<file path="src/sbcrc_pkg.sv">
// Shared constants, types and the byte-wide CRC-32 update of the superblock decoder.
package sbcrc_pkg;

    localparam int RECORD_BYTES = 64;
    localparam int CNT_W        = $clog2(RECORD_BYTES + 1);
    localparam int CRC_POS      = 32;
    localparam int WORD_COUNT   = 9;
    localparam int WORD_IDX_W   = $clog2(WORD_COUNT);
    localparam int FIELD_BYTES  = WORD_COUNT * 4;
    localparam int CFG_IDX_W    = 8;

    localparam logic [31:0] CRC_POLY = 32'hedb88320;
    localparam logic [31:0] CRC_ONES = 32'hffffffff;

    localparam logic [CFG_IDX_W-1:0] CFG_MAGIC        = CFG_IDX_W'(0);
    localparam logic [CFG_IDX_W-1:0] CFG_VERSION      = CFG_IDX_W'(1);
    localparam logic [CFG_IDX_W-1:0] CFG_DATA_START   = CFG_IDX_W'(2);
    localparam logic [CFG_IDX_W-1:0] CFG_MIN_SECTOR   = CFG_IDX_W'(3);

    typedef enum logic [2:0] {
        ST_OK      = 3'd0,
        ST_SHORT   = 3'd1,
        ST_CRC     = 3'd2,
        ST_MAGIC   = 3'd3,
        ST_VERSION = 3'd4,
        ST_GEOM    = 3'd5
    } status_t;

    // Record view after the current byte has been folded in.
    typedef struct packed {
        logic                            full;
        logic [31:0]                     crc;
        logic [WORD_COUNT-1:0][31:0]     words;
    } record_t;

    function automatic logic [31:0] crc_byte(input logic [31:0] crc, input logic [7:0] b);
        logic [31:0] c;
        int          k;
        c = crc ^ {24'd0, b};
        for (k = 0; k < 8; k++) begin
            c = c[0] ? ((c >> 1) ^ CRC_POLY) : (c >> 1);
        end
        return c;
    endfunction

endpackage

</file>
<file path="src/superblock_crc_decoder.sv">
// Top level of the superblock record decoder with CRC-32 check.
//
// The s_ channel takes one record byte per item, with s_last on the final
// byte of the buffer. A reflected CRC-32 runs over the first RECORD_BYTES
// bytes, with the stored CRC word at offset 32 taken as zero, while the
// big-endian words at offsets 0 to 32 are captured. Bytes past RECORD_BYTES
// only matter for their last flag.
// The m_ channel carries one result item per record: status and the decoded
// fields, all zero for a short record. It appears in the cycle after the item
// with s_last is accepted. One byte is accepted every cycle while s_ready is
// high; the CRC step is a byte-wide update that completes in the accepting
// cycle, and the checks fill the result register. While a result waits and
// m_ready is low, s_ready is low; it returns high in the cycle m_ready rises.
// The cfg channel writes expected_magic, expected_version, data_start_sector
// and min_sector_size by index and is always ready; the user makes writes
// only while idle; the block does not enforce it. Reset clears the cfg
// registers and the byte counter, presets the CRC and drops m_valid.
module superblock_crc_decoder (
    input  logic                            aclk,
    input  logic                            aresetn,
    input  logic                            cfg_valid,
    output logic                            cfg_ready,
    input  logic [sbcrc_pkg::CFG_IDX_W-1:0] cfg_index,
    input  logic [31:0]                     cfg_data,
    input  logic                            s_valid,
    output logic                            s_ready,
    input  logic [7:0]                      s_data_byte,
    input  logic                            s_last,
    output logic                            m_valid,
    input  logic                            m_ready,
    output logic [2:0]                      m_status,
    output logic [31:0]                     m_generation,
    output logic [31:0]                     m_sect_bytes,
    output logic [31:0]                     m_total_sects,
    output logic [31:0]                     m_log_first,
    output logic [31:0]                     m_log_last,
    output logic [31:0]                     m_record_flags,
    output logic [31:0]                     m_stored_crc
);
    import sbcrc_pkg::*;

    logic    take;
    record_t rec;

    assign cfg_ready = 1'b1;
    assign s_ready   = !m_valid || m_ready;
    assign take      = s_valid && s_ready;

    sbcrc_capture u_capture (
        .aclk      (aclk),
        .aresetn   (aresetn),
        .take      (take),
        .data_byte (s_data_byte),
        .last      (s_last),
        .rec       (rec)
    );

    sbcrc_check u_check (
        .aclk           (aclk),
        .aresetn        (aresetn),
        .cfg_valid      (cfg_valid),
        .cfg_index      (cfg_index),
        .cfg_data       (cfg_data),
        .take_last      (take && s_last),
        .rec            (rec),
        .m_ready        (m_ready),
        .m_valid        (m_valid),
        .m_status       (m_status),
        .m_generation   (m_generation),
        .m_sect_bytes   (m_sect_bytes),
        .m_total_sects  (m_total_sects),
        .m_log_first    (m_log_first),
        .m_log_last     (m_log_last),
        .m_record_flags (m_record_flags),
        .m_stored_crc   (m_stored_crc)
    );

endmodule

</file>
<file path="src/sbcrc_capture.sv">
// Byte counter, running CRC and big-endian word capture for one record.
module sbcrc_capture (
    input  logic                 aclk,
    input  logic                 aresetn,
    input  logic                 take,
    input  logic [7:0]           data_byte,
    input  logic                 last,
    output sbcrc_pkg::record_t   rec
);
    import sbcrc_pkg::*;

    logic [CNT_W-1:0]              count_reg, count_next;
    logic [31:0]                   crc_reg, crc_next;
    logic [WORD_COUNT-1:0][31:0]   words_reg, words_next;
    logic [WORD_IDX_W-1:0]         widx;
    logic                          in_window;

    assign widx      = count_reg[WORD_IDX_W+1:2];
    assign in_window = (count_reg >= CNT_W'(CRC_POS)) && (count_reg < CNT_W'(CRC_POS + 4));

    always_comb begin
        count_next = count_reg;
        crc_next   = crc_reg;
        words_next = words_reg;
        if (count_reg < CNT_W'(RECORD_BYTES)) begin
            count_next = count_reg + CNT_W'(1);
            crc_next   = crc_byte(crc_reg, in_window ? 8'd0 : data_byte);
            if (count_reg < CNT_W'(FIELD_BYTES)) begin
                words_next[widx] = {words_reg[widx][23:0], data_byte};
            end
        end
    end

    assign rec.full  = (count_next == CNT_W'(RECORD_BYTES));
    assign rec.crc   = crc_next ^ CRC_ONES;
    assign rec.words = words_next;

    always_ff @(posedge aclk) begin
        if (!aresetn) begin
            count_reg <= '0;
            crc_reg   <= CRC_ONES;
        end else if (take) begin
            if (last) begin
                count_reg <= '0;
                crc_reg   <= CRC_ONES;
            end else begin
                count_reg <= count_next;
                crc_reg   <= crc_next;
            end
        end
    end

    always_ff @(posedge aclk) begin
        if (take) begin
            words_reg <= words_next;
        end
    end

endmodule

</file>
<file path="src/sbcrc_check.sv">
// Configuration registers, record checks and the registered result stage.
module sbcrc_check (
    input  logic                            aclk,
    input  logic                            aresetn,
    input  logic                            cfg_valid,
    input  logic [sbcrc_pkg::CFG_IDX_W-1:0] cfg_index,
    input  logic [31:0]                     cfg_data,
    input  logic                            take_last,
    input  sbcrc_pkg::record_t              rec,
    input  logic                            m_ready,
    output logic                            m_valid,
    output logic [2:0]                      m_status,
    output logic [31:0]                     m_generation,
    output logic [31:0]                     m_sect_bytes,
    output logic [31:0]                     m_total_sects,
    output logic [31:0]                     m_log_first,
    output logic [31:0]                     m_log_last,
    output logic [31:0]                     m_record_flags,
    output logic [31:0]                     m_stored_crc
);
    import sbcrc_pkg::*;

    logic [31:0] magic_reg, version_reg, start_reg, min_size_reg;
    logic        valid_reg;
    status_t     status_reg, status_next;
    logic [WORD_COUNT-3:0][31:0] fields_reg, fields_next;
    logic        geom_ok;

    assign geom_ok = (rec.words[3] >= min_size_reg) &&
                     (rec.words[4] >= start_reg) &&
                     (rec.words[5] == start_reg) &&
                     (rec.words[6] >= rec.words[5]) &&
                     (rec.words[6] <= rec.words[4]);

    always_comb begin
        fields_next = rec.words[WORD_COUNT-1:2];
        if (!rec.full) begin
            status_next = ST_SHORT;
            fields_next = '0;
        end else if (rec.crc != rec.words[8]) begin
            status_next = ST_CRC;
        end else if (rec.words[0] != magic_reg) begin
            status_next = ST_MAGIC;
        end else if (rec.words[1] != version_reg) begin
            status_next = ST_VERSION;
        end else if (!geom_ok) begin
            status_next = ST_GEOM;
        end else begin
            status_next = ST_OK;
        end
    end

    always_ff @(posedge aclk) begin
        if (!aresetn) begin
            magic_reg    <= '0;
            version_reg  <= '0;
            start_reg    <= '0;
            min_size_reg <= '0;
        end else if (cfg_valid) begin
            case (cfg_index)
                CFG_MAGIC:      magic_reg    <= cfg_data;
                CFG_VERSION:    version_reg  <= cfg_data;
                CFG_DATA_START: start_reg    <= cfg_data;
                CFG_MIN_SECTOR: min_size_reg <= cfg_data;
                default:        ;
            endcase
        end
    end

    always_ff @(posedge aclk) begin
        if (!aresetn) begin
            valid_reg <= 1'b0;
        end else if (take_last) begin
            valid_reg <= 1'b1;
        end else if (m_ready) begin
            valid_reg <= 1'b0;
        end
    end

    always_ff @(posedge aclk) begin
        if (take_last) begin
            status_reg <= status_next;
            fields_reg <= fields_next;
        end
    end

    assign m_valid        = valid_reg;
    assign m_status       = status_reg;
    assign m_generation   = fields_reg[0];
    assign m_sect_bytes   = fields_reg[1];
    assign m_total_sects  = fields_reg[2];
    assign m_log_first    = fields_reg[3];
    assign m_log_last     = fields_reg[4];
    assign m_record_flags = fields_reg[5];
    assign m_stored_crc   = fields_reg[6];

endmodule

</file>
<file path="config.mk">
export PLATFORM = sky130hd
export DESIGN_NAME = superblock_crc_decoder
export DESIGN_NICKNAME = d
export VERILOG_FILES = /design/src/sbcrc_pkg.sv /design/src/superblock_crc_decoder.sv /design/src/sbcrc_capture.sv /design/src/sbcrc_check.sv
export SDC_FILE = /design/constraint.sdc
export NUM_CORES = 1
export LEC_CHECK = 0
export BUFFER_PORTS_ARGS = -buffer_cell sky130_fd_sc_hd__buf_2
export CAP_MARGIN = 20
export CORE_UTILIZATION = 40
export CTS_CLUSTER_SIZE = 16
export DETAILED_ROUTE_END_ITERATION = 16
export PLACE_DENSITY = 0.63
export SYNTH_ARGS = -nofsm -noshare
export SYNTH_HDL_FRONTEND = slang
export SYNTH_HIERARCHICAL = 1
export SYNTH_SLANG_ARGS = --single-unit
</file>
<file path="constraint.sdc">
create_clock -name aclk -period 19.1 [get_ports aclk]
set_clock_uncertainty 0.2 [all_clocks]
set_input_delay 3.82 -clock aclk [delete_from_list [all_inputs] [get_ports aclk]]
set_output_delay 3.82 -clock aclk [all_outputs]
set_load 0.01 [all_outputs]
</file>
# [Word-level counts from Yosys, hierarchy flattened]
# Index checks and enable logic that the tools add are counted.
[totals] ff_bits=683 input_bits=54 output_inout_bits=230
[classes] addsub=1 n_lt_le_gt_ge=9 eq_ne=8 mux=26 bitwise=11 n_reduce_logical=17
[ops] operator="$mux 288" n=2
[ops] operator="$mux 32" n=11
[ops] operator="$bwmux 288" n=1
[ops] operator="$bmux 32 s4" n=1
[ops] operator="$demux 32 s4" n=1
[ops] operator="$not 13->14" n=8
[ops] operator="$ge 32x32->1" n=3
[ops] operator="$ne 32x32->1" n=3
[ops] operator="$eq 32x32->1" n=1
[ops] operator="$le 32x32->1" n=1
[ops] operator="$not 32->32" n=1
[ops] operator="$xor 32x8->32" n=1
[ops] operator="$mux 24" n=1
[ops] operator="$eq 8x2->1 const B" n=2
[ops] operator="$mux 7" n=2
[ops] operator="$eq 8x1->1 const B" n=1
[ops] operator="$logic_and 1x1->1" n=8
[ops] operator="$logic_not 8->1" n=1
[ops] operator="$mux 8" n=1
[ops] operator="$reduce_and 2->1" n=4
[ops] operator="$add 7x1->7 const B" n=1
[ops] operator="$eq 7x7->1 const B" n=1
[ops] operator="$ge 7x6->1 const B" n=1
[ops] operator="$lt 7x6->1 const B" n=1
[ops] operator="11 further kinds" n=14

# [Depth between registers and ports, before layout]
# Gate-level depths: netlist (run 1).
[depth] word_depth=24 mapped_depth=16 depth_no_buf=13

# [By module]
# The synthesis (run 1) kept the hierarchy.
[by_module_without_submodules] mod="sbcrc_check" n_inst=1 cells_per_inst=1676 area_each_um2=17727.0 seq_area_each_um2=9399.0
[by_module_without_submodules] mod="sbcrc_capture" n_inst=1 cells_per_inst=1302 area_each_um2=17108.9 seq_area_each_um2=9429.0
[by_module_without_submodules] mod="superblock_crc_decoder" n_inst=1 cells_per_inst=5 area_each_um2=37.5 seq_area_each_um2=0.0

# [Least setup slack after synthesis (run 1)]
# No wires, ideal clock.
[synth_timing] path_type="input -> register" from="in m_ready" to="reg u_capture.crc_reg[11]" setup_ps=126 arrival_ps=11801 path_slack_ps=6973 cell_stages=8 path_buffers=2 path_cell_list="nand2b_4 > and2_1 > clkbuf_1 > nand2_1 > nor2_1 > clkbuf_1 > a21oi_1 > nand2b_1"
[synth_via] elab_chain_len=2
[synth_rtl] element="start, declared" line_no="superblock_crc_decoder.sv:30" text="input logic m_ready,"
[synth_rtl] element="$logic_or 1x1->1" line_no="superblock_crc_decoder.sv:46" text="assign s_ready = !m_valid || m_ready;"
[synth_rtl] element="$logic_and 1x1->1" line_no="superblock_crc_decoder.sv:47" text="assign take = s_valid && s_ready;"
[synth_rtl] element="net take" line_no="superblock_crc_decoder.sv:42" text="logic take;"
[synth_rtl] element="end signal, assigned" line_no="sbcrc_capture.sv:48" text="crc_reg <= crc_next;"
[synth_rtl] element="end, declared" line_no="sbcrc_capture.sv:13" text="logic [31:0] crc_reg, crc_next;"
# The timed path passes the listed nets, and every way through them passes these cells.
# A chain may end at the register's enable or synchronous reset.

# [Worst setup path in the final report (run 1)]
[layout_timing] from="in m_ready" to="out s_ready"
[layout_via] elab_chain_len=1
[layout_rtl] element="$logic_or 1x1->1" line_no="superblock_crc_decoder.sv:46"
[layout_rtl] element="end, declared" line_no="superblock_crc_decoder.sv:26" text="output logic s_ready,"
# No other way between the ends.

==> results of run 1 <==
==> cell type report <==
class                           instances  area [µm²]
Multi-Input combinational cell       1993       14800
Sequential cell                       683       18800
Fill cell                            7875       46200
Tap cell                             1144        1430
Timing Repair Buffer                  316        1710
Clock inverter                         38         297
Inverter                              134         503
Antenna cell                            3        7.51
Clock buffer                          100        2070
==> power groups by stage <==
| stage | sequential (mW) | combinational [mW] | clock, mW |
|---|---|---|---|
| global route | 1.72 | 0.542 | 1.49 |
| CTS | 1.72 | 0.497 | 1.44 |
| finish | 1.72 | 0.501 | 1.42 |
| global placement | 1.75 | 0.489 | 0 |
| detailed placement | 1.75 | 0.494 | 0 |
| floorplan | 1.75 | 0.342 | 0 |
==> through the flow <==
| step | std cells | worst slack, ns | total power [mW] | area (µm²) |
|---|---|---|---|---|
| 2_1_floorplan | 2983 | 6.97 | 2.10 | 34900 |
| 3_3_place_gp | 4268 | 10.88 | 2.24 | 37200 |
| 3_5_place_dp | 4268 | 10.88 | 2.24 | 37200 |
| 4_1_cts | 4406 | 10.88 | 3.65 | 39600 |
| 5_1_grt | 4410 | 10.86 | 3.76 | 39700 |
| 6_report | 4411 | 10.88 | 3.63 | 39700 |
==> cells in the final DEF, fill, tap and decap left out, types with 35 or more instances in the layout <==
master	synthesis	final
mux2_2	141	141
dfxtp_1	168	166
mux4_2	48	48
xnor2_1	89	89
buf_2	57	281
xor2_1	131	131
nor2b_1	35	35
edfxtp_1	515	515
ha_1	130	130
nand2_1	439	435
and2_1	225	224
a21oi_1	111	110
inv_1	133	133
a21boi_1	129	129
nor2_1	83	82
o21ai_1	104	104
clkbuf_16	0	77
==> routing by layer <==
| layer | share of wire [%] | global-route usage, % | up-vias | wire (µm) |
|---|---|---|---|---|
| met2 | 47 | 36.9 | 808 | 48400 |
| met3 | 6.5 | 3.63 | 143 | 6650 |
| li1 | - | - | 11000 | - |
| met5 | 0.097 | 0 | - | 100 |
| met4 | 2.2 | 6.16 | 18 | 2290 |
| met1 | 44 | 31.7 | 11600 | 45600 |
==> how the worst max path moves through the flow <==
stage	end	slack, ns	cells past startpoint	start
finish	s_ready	10.88	3	m_ready
global route	s_ready	10.86	3	m_ready
CTS	s_ready	10.88	3	m_ready
detailed placement	s_ready	10.88	3	m_ready
global placement	s_ready	10.88	3	m_ready
floorplan	u_capture/crc_reg[11]	6.97	8	m_ready
==> cell families after synthesis <==
| kind of cell | after synthesis | synth area share (%) |
|---|---|---|
| AOI/OAI and AO/OA | 471 | 8.62 |
| xor gates and xnor gates | 251 | 7.43 |
| adders and majority gates | 130 | 4.66 |
| buffers and inverters | 307 | 3.76 |
| DFF | 683 | 54.0 |
| muxes | 225 | 8.75 |
| other | 1 | 0.0108 |
| and+or+nand+nor | 915 | 12.8 |
==> tightest hold or removal path: stages (launching register included) <==
cell      delay (ns)
dfxtp_1         0.31
nand2_1         0.05
a21boi_1        0.05
==> results.py, run 1 <==
metrics = {
    "status": {
        "status": "finished, final reports clean",
    },
    "worst_setup_path": {
        "ff2ff_setup_slack_ns": 13.02,
        "cp.required_ns": 15.08,
        "slowest_stage": "nand2b_4",
        "critPathMostFrequentCell": "buf_2",
        "rr_startpoint": "u_capture/count_reg[2]",
        "critPathMaxFanout": 3,
        "critPathKind": "in2out",
        "cp.arrival_ns": 4.20,
        "endpoint_kind": "output pin",
        "cpPeakStageDelay_ns": 0.14,
        "r2r_end": "u_check/m_status[2]",
        "worst_path_dominant_cell_family": "buffers and inverters",
        "path_cells": "buf_2 -> nand2b_4 -> buf_2",
        "reg2reg_depth": 13,
        "startpoint_type": "input pin",
        "worst-path-buf-inv": 2,
    },
    "die": {
        "fp.dieArea_um2": 88400,
        "dieHeight_um": 297,
        "ios": 284,
        "num_rows": 107,
        "coreArea_um2": 85800,
        "initial_core_util_pct": 40.6,
        "die_x_um": 297,
    },
    "synth": {
        "synth.area.top_cells": "edfxtp_1, dfxtp_1, nand2_1",
        "synth-async-reset-ratio_pct": 0,
        "syn_area_um2": 34900,
        "synth.most_common_cell": "edfxtp_1",
        "synth_nets": 3167,
        "ys_types": 75,
        "synth_largest_area_cell": "edfxtp_1",
        "synth_top_area_share_pct": 44.3,
        "synth_edf_count": 515,
        "syn_inst": 2983,
        "syn_area_per_cell_um2": 11.7,
        "synth_seq_cells": 683,
        "yosysSeqAreaShare_pct": 54.0,
        "ys_warn_count": 6,
        "synth_commonest_cells": "edfxtp_1, nand2_1, and2_1, dfxtp_1, mux2_2",
        "synth_flop_cell": "edfxtp_1",
    },
    "cells_and_area": {
        "layout-area-overhead-vs-synth_pct": 13.7,
        "largest_reg_flops": 288,
        "num-nets-final": 3388,
        "layout-drive-gt1-share_pct": 20.6,
        "utilization_pct": 46.2,
    },
    "route": {
        "viasPerCell": 5.35,
        "ant_nets": 0,
        "wl_per_cell_um": 23.4,
        "first_pass_iters": 5,
        "drt_iter0_markers": 2330,
        "drt-total-wl_um": 103000,
        "via_count": 23600,
        "drc": 0,
    },
    "global_route": {
        "grt_pass1_vias": 22500,
        "grt_usage_pct": 22.8,
        "grt_max_degree": 170,
        "grt_pass1_wl_um": 151000,
        "gr-total-overflow": 0,
        "antenna_found_initial": 14,
    },
    "sta": {
        "finalCriticalPeriod_ns": 8.22,
        "final_hold_viol_count": 0,
        "fin_hold_ws_ns": 0.252,
        "fin_tns_setup_ns": 0,
        "max-slew-margin-rel_pct": 23.6,
        "period_share_pct": 43.0,
        "max_freq_ghz": 0.122,
        "tightest_slew_ns": 1.15,
        "rsz0062_at_grt": "false",
        "drv_slew": 0,
        "setup_viol": 0,
    },
    "clocking": {
        "post-cts-setup-buffers": 0,
        "clkTransAtPathRegs_ns": 0.06,
        "cts.htree.levels": 3,
        "cts.sinks": 683,
        "cts-resized-gates": 0,
        "clock-root-buffer": "clkbuf_16",
        "numCtsBuffers": 76,
        "clk_path_buf_depth": 3,
        "hold_buffers": 0,
        "clk-insertion-delay-late_ns": 0.63,
        "tritoncts": "built",
    },
    "power": {
        "pwr_density_cell_nw_per_um2": 91.6,
        "ir_drop_v": 0.0000750,
        "combPwrFrac_pct": 13.8,
        "swShare_pct": 26.1,
        "p_sw_uw": 947,
        "seq_power_share_pct": 47.3,
        "clkPwrFrac_pct": 38.9,
        "leakagePower_nw": 14.7,
        "cell_internal_pwr_mw": 2.69,
    },
    "worst_hold_path": {
        "min_path_cells": 2,
        "hold-path-endpoint": "u_check/min_size_reg[12]",
        "hold_class": "reg2reg",
        "min_from": "u_check/min_size_reg[12]",
    },
    "placement": {
        "gp_congestion": 0.914,
        "portBuffers": 282,
        "dp_hpwl_um": 72300,
    },
    "job": {
        "drv_cap": 0,
    },
}
Power figures use the tool's default switching activity.
==> run 2: changes to the inputs <==
PLACE_DENSITY = 0.65   (was 0.63)
clock period = 7.3 ns   (was 19.1 ns; I/O delays follow)
==> run 2 against run 1 <==
  * Clock-buffer cell count up 6
  * Largest power group unchanged
  * Non-clock buffer count is 3 higher
  * Combinational power rose to 2.7 times the previous value
  * Design area is 0.32% higher
  * Worst hold slack better by 0.0013 ns
  * Via count up 0.24%
  * Sequential share of layout area decreased by 0.15 points
  * Worst setup slack worse by 9.0 ns
  * Die area did not move
  * Critical path depth increased by 10
  * Flip-flop and latch count is the same
  * Critical endpoint is now u_check/m_status[2]
==> results.py, run 2 (synthesis gave the netlist of run 1 again) <==
metrics = {
    "status": {
        "status": "finished, final reports clean",
    },
    "clocking": {
        "tritoncts": "built",
        "hold_buffers": 0,
        "numCtsBuffers": 76,
        "clk-insertion-delay-late_ns": 0.63,
        "clock-root-buffer": "clkbuf_16",
        "clkTransAtPathRegs_ns": 0.06,
        "cts-resized-gates": 0,
        "post-cts-setup-buffers": 0,
        "clk_path_buf_depth": 3,
        "cts.htree.levels": 3,
        "cts.sinks": 683,
    },
    "worst_setup_path": {
        "critPathKind": "reg2reg",
        "startpoint_type": "flip-flop",
        "ff2ff_setup_slack_ns": 1.85,
        "endpoint_kind": "flip-flop",
        "cp.required_ns": 7.44,
        "critPathMaxFanout": 22,
        "cp.arrival_ns": 5.60,
    },
    "route": {
        "ant_nets": 0,
        "drt-total-wl_um": 103000,
        "drc": 0,
        "wl_per_cell_um": 23.4,
        "via_count": 23600,
        "drt_iter0_markers": 2180,
        "viasPerCell": 5.36,
        "first_pass_iters": 5,
    },
    "power": {
        "leakagePower_nw": 14.8,
        "power_mw": 9.68,
        "pwr_density_cell_nw_per_um2": 243,
        "ir_drop_v": 0.000160,
    },
    "global_route": {
        "antenna_found_initial": 12,
        "grt_usage_pct": 22.9,
        "grt_max_degree": 213,
        "gr-total-overflow": 0,
        "grt_pass1_vias": 22600,
        "grt_pass1_wl_um": 151000,
    },
    "cells_and_area": {
        "layout-drive-gt1-share_pct": 20.5,
        "largest_reg_flops": 288,
        "utilization_pct": 46.4,
        "num-nets-final": 3391,
        "layout-area-overhead-vs-synth_pct": 14.1,
        "final_cell_mix": "edfxtp_1, nand2_1, buf_2, and2_1, dfxtp_1",
        "final_common_cell": "edfxtp_1",
    },
    "sta": {
        "setup_viol": 0,
        "rsz0062_at_grt": "false",
        "period_share_pct": 74.7,
        "max_freq_ghz": 0.183,
        "drv_slew": 0,
        "finalCriticalPeriod_ns": 5.45,
        "setup_slack_ns": 1.85,
        "max-slew-margin-rel_pct": 13.6,
        "fin_tns_setup_ns": 0,
        "fin_hold_ws_ns": 0.253,
        "tightest_slew_ns": 1.28,
        "final_hold_viol_count": 0,
    },
    "placement": {
        "place_ws_ns": 1.98,
        "portBuffers": 282,
        "gp_congestion": 0.918,
        "dp_hpwl_um": 73800,
    },
    "die": {
        "ios": 284,
        "num_rows": 107,
        "fp.dieArea_um2": 88400,
        "coreArea_um2": 85800,
        "initial_core_util_pct": 40.6,
        "die_x_um": 297,
        "dieHeight_um": 297,
    },
    "job": {
        "drv_cap": 0,
    },
    "worst_hold_path": {
        "hold_class": "reg2reg",
    },
}
==> run 2: area by class of cell <==
cell class | count | area, µm²
Fill cell | 7754 | 46000
Timing Repair Buffer | 319 | 1760
Sequential cell | 683 | 18800
Tap cell | 1144 | 1430
Clock inverter | 30 | 359
Inverter | 134 | 503
Multi-Input combinational cell | 1993 | 14800
Clock buffer | 106 | 2100
Antenna cell | 2 | 5.00
==> run 2: power breakdown <==
part / total (mW) / internal [mW] / switching [mW]
clock: 3.85 / 2.26 / 1.59
sequential: 4.50 / 4.38 / 0.117
combinational: 1.33 / 0.533 / 0.792
==> run 2: final timing paths <==
check / start / end / cells after the start
min: u_check/min_size_reg[24] / u_check/min_size_reg[24] / 2
max reg2reg: u_capture/count_reg[3] / u_check/m_status[2] / 13
max: u_capture/count_reg[3] / u_check/m_status[2] / 13
min reg2reg: u_check/min_size_reg[24] / u_check/min_size_reg[24] / 2
==> run 2: layer usage <==
layer / GRT usage, % / routed length (µm)
met4: 6.20 / 2470
met5: 0 / 100
met3: 3.99 / 7030
met2: 37.1 / 48700
met1: 31.5 / 45000
==> run 2: through the flow <==
| step | cell area (µm²) | std cells |
|---|---|---|
| CTS | 39800 | 4408 |
| global route | 39800 | 4411 |
| global placement | 37300 | 4271 |
| floorplan | 34900 | 2983 |
| finish | 39800 | 4411 |
| detailed placement | 37300 | 4272 |
==> run 2: critical path: stages, from the launching register on <==
cell and delay, ns:
dfxtp_2 0.86, buf_4 0.38, nand2b_1 0.27, nor2_2 0.16, buf_4 0.32, a21oi_2 0.33
o21ai_1 0.15, ha_1 0.35, nand4_1 0.11, o21ai_0 1.01, a2111oi_1 0.13, buf_4 0.24
a2111oi_1 0.49, a21oi_1 0.14
==> run 3: changes to the inputs <==
PLACE_DENSITY = 0.63   (was 0.65)
clock period = 5.5 ns   (was 7.3 ns; I/O delays follow)
==> run 3 against run 2 <==
  * Clock power up 43%
  * Total power up 37%
  * Worst setup slack worse by 1.2 ns
  * Global-route usage rose by 0.82 points
  * Routed wire length rose by 3.1%
  * Via count rose by 1.1%
  * Critical endpoint unchanged
  * Largest power group unchanged
==> results.py, run 3 (synthesis gave the netlist of run 1 again) <==
metrics = {
    "die": {
        "coreArea_um2": 85800,
        "ios": 284,
        "dieHeight_um": 297,
        "die_x_um": 297,
        "initial_core_util_pct": 40.6,
        "num_rows": 107,
        "fp.dieArea_um2": 88400,
    },
    "power": {
        "ir_drop_v": 0.000226,
        "power_mw": 13.3,
        "pwr_density_cell_nw_per_um2": 329,
        "leakagePower_nw": 15.1,
    },
    "worst_setup_path": {
        "startpoint_type": "flip-flop",
        "cp.required_ns": 5.65,
        "endpoint_kind": "flip-flop",
        "critPathMaxFanout": 21,
        "cp.arrival_ns": 5.05,
        "rr_startpoint": "u_capture/count_reg[2]",
        "r2r_end": "u_check/m_status[2]",
        "critPathKind": "reg2reg",
        "ff2ff_setup_slack_ns": 0.60,
        "reg2reg_depth": 13,
    },
    "global_route": {
        "grt_pass1_vias": 23000,
        "grt_pass1_wl_um": 156000,
        "grt_max_degree": 157,
        "grt_usage_pct": 23.7,
        "antenna_found_initial": 14,
        "gr-total-overflow": 0,
    },
    "placement": {
        "place_area_um2": 37700,
        "place_ws_ns": 0.477,
        "gp_congestion": 0.921,
        "dp_hpwl_um": 76200,
        "dpl.cell_count": 4308,
        "portBuffers": 282,
    },
    "sta": {
        "max-slew-margin-rel_pct": 32.0,
        "fin_tns_setup_ns": 0,
        "setup_viol": 0,
        "setup_slack_ns": 0.603,
        "rsz0062_at_grt": "false",
        "fin_hold_ws_ns": 0.252,
        "tightest_slew_ns": 1.02,
        "max_freq_ghz": 0.204,
        "period_share_pct": 89.0,
        "finalCriticalPeriod_ns": 4.90,
        "final_hold_viol_count": 0,
        "drv_slew": 0,
    },
    "route": {
        "first_pass_iters": 6,
        "drc": 0,
        "viasPerCell": 5.37,
        "via_count": 23900,
        "ant_nets": 0,
        "drt_iter0_markers": 2274,
        "drt-total-wl_um": 107000,
        "wl_per_cell_um": 23.9,
    },
    "cells_and_area": {
        "layout-drive-gt1-share_pct": 21.9,
        "utilization_pct": 47.1,
        "largest_reg_flops": 288,
        "final_cell_mix": "edfxtp_1, nand2_1, buf_2, and2_1, dfxtp_1",
        "final_cell_count_no_fill": 4451,
        "stdcell_area_um2": 40400,
        "num-nets-final": 3427,
        "final_common_cell": "edfxtp_1",
        "layout-area-overhead-vs-synth_pct": 15.8,
    },
    "worst_hold_path": {
        "min_from": "u_check/min_size_reg[22]",
        "hold_class": "reg2reg",
        "min_path_cells": 2,
        "hold-path-endpoint": "u_check/min_size_reg[22]",
    },
    "clocking": {
        "clk-insertion-delay-late_ns": 0.64,
        "tritoncts": "built",
        "hold_buffers": 0,
        "cts-resized-gates": 0,
        "clk_path_buf_depth": 3,
        "post-cts-setup-buffers": 0,
        "numCtsBuffers": 76,
        "cts.htree.levels": 3,
        "cts.sinks": 683,
        "clock-root-buffer": "clkbuf_16",
        "clkTransAtPathRegs_ns": 0.06,
    },
    "job": {
        "drv_cap": 0,
    },
    "status": {
        "status": "finished, final reports clean",
    },
}
run 3: changes by cell type in the layout (fill, tap and decap cells not counted), moves of 2 or more:
cell / delta
clkinv_1: -4
clkbuf_1: -8
clkinvlp_4: +2
buf_4: +30
bufinv_16: +6
buf_12: +6
inv_6: +2
clkinv_2: +4
run 3: metal layers:
layer	global-route usage (%)	part of all wire, %
met1	33.1	44
met3	3.78	6.4
met4	5.72	2.0
met5	0	0.087
met2	38.5	47
run 3: final cells by class:
type | count | area (µm²)
tap | 1144 | 1430
multi-input combinational | 1993 | 14800
timing repair buffer | 355 | 2110
fill | 7800 | 45400
clock buffer | 98 | 2070
clock inverter | 43 | 627
antenna | 1 | 2.50
inverter | 134 | 503
sequential | 683 | 18800
run 3: worst max path at each step:
stage / start / end / slack (ns)
2_1_floorplan: m_ready / u_capture/crc_reg[11] / 0.71
3_5_place_dp: s_data_byte[1] / u_check/m_status[1] / 0.48
5_1_grt: u_capture/count_reg[2] / u_check/m_status[2] / 0.49
3_3_place_gp: s_data_byte[1] / u_check/m_status[1] / 0.55
4_1_cts: u_capture/count_reg[2] / u_check/m_status[2] / 0.61
6_report: u_capture/count_reg[2] / u_check/m_status[2] / 0.60
run 3: power by group:
part / switching [mW] / internal, mW
logic: 1.08 / 0.723
registers: 0.149 / 5.82
clock network: 2.21 / 3.30
run 3: worst max-delay path, cell delays in order (launching register included):
cell and delay (ns):
dfxtp_4 0.64, buf_4 0.37, buf_4 0.20, mux4_2 0.52
nor2b_1 0.16, a21oi_2 0.12, buf_4 0.18, o21ai_1 0.12
ha_1 0.31, nand4_1 0.13, nor3_1 0.80, o211ai_1 0.16
a2111oi_1 0.54, a21oi_1 0.14
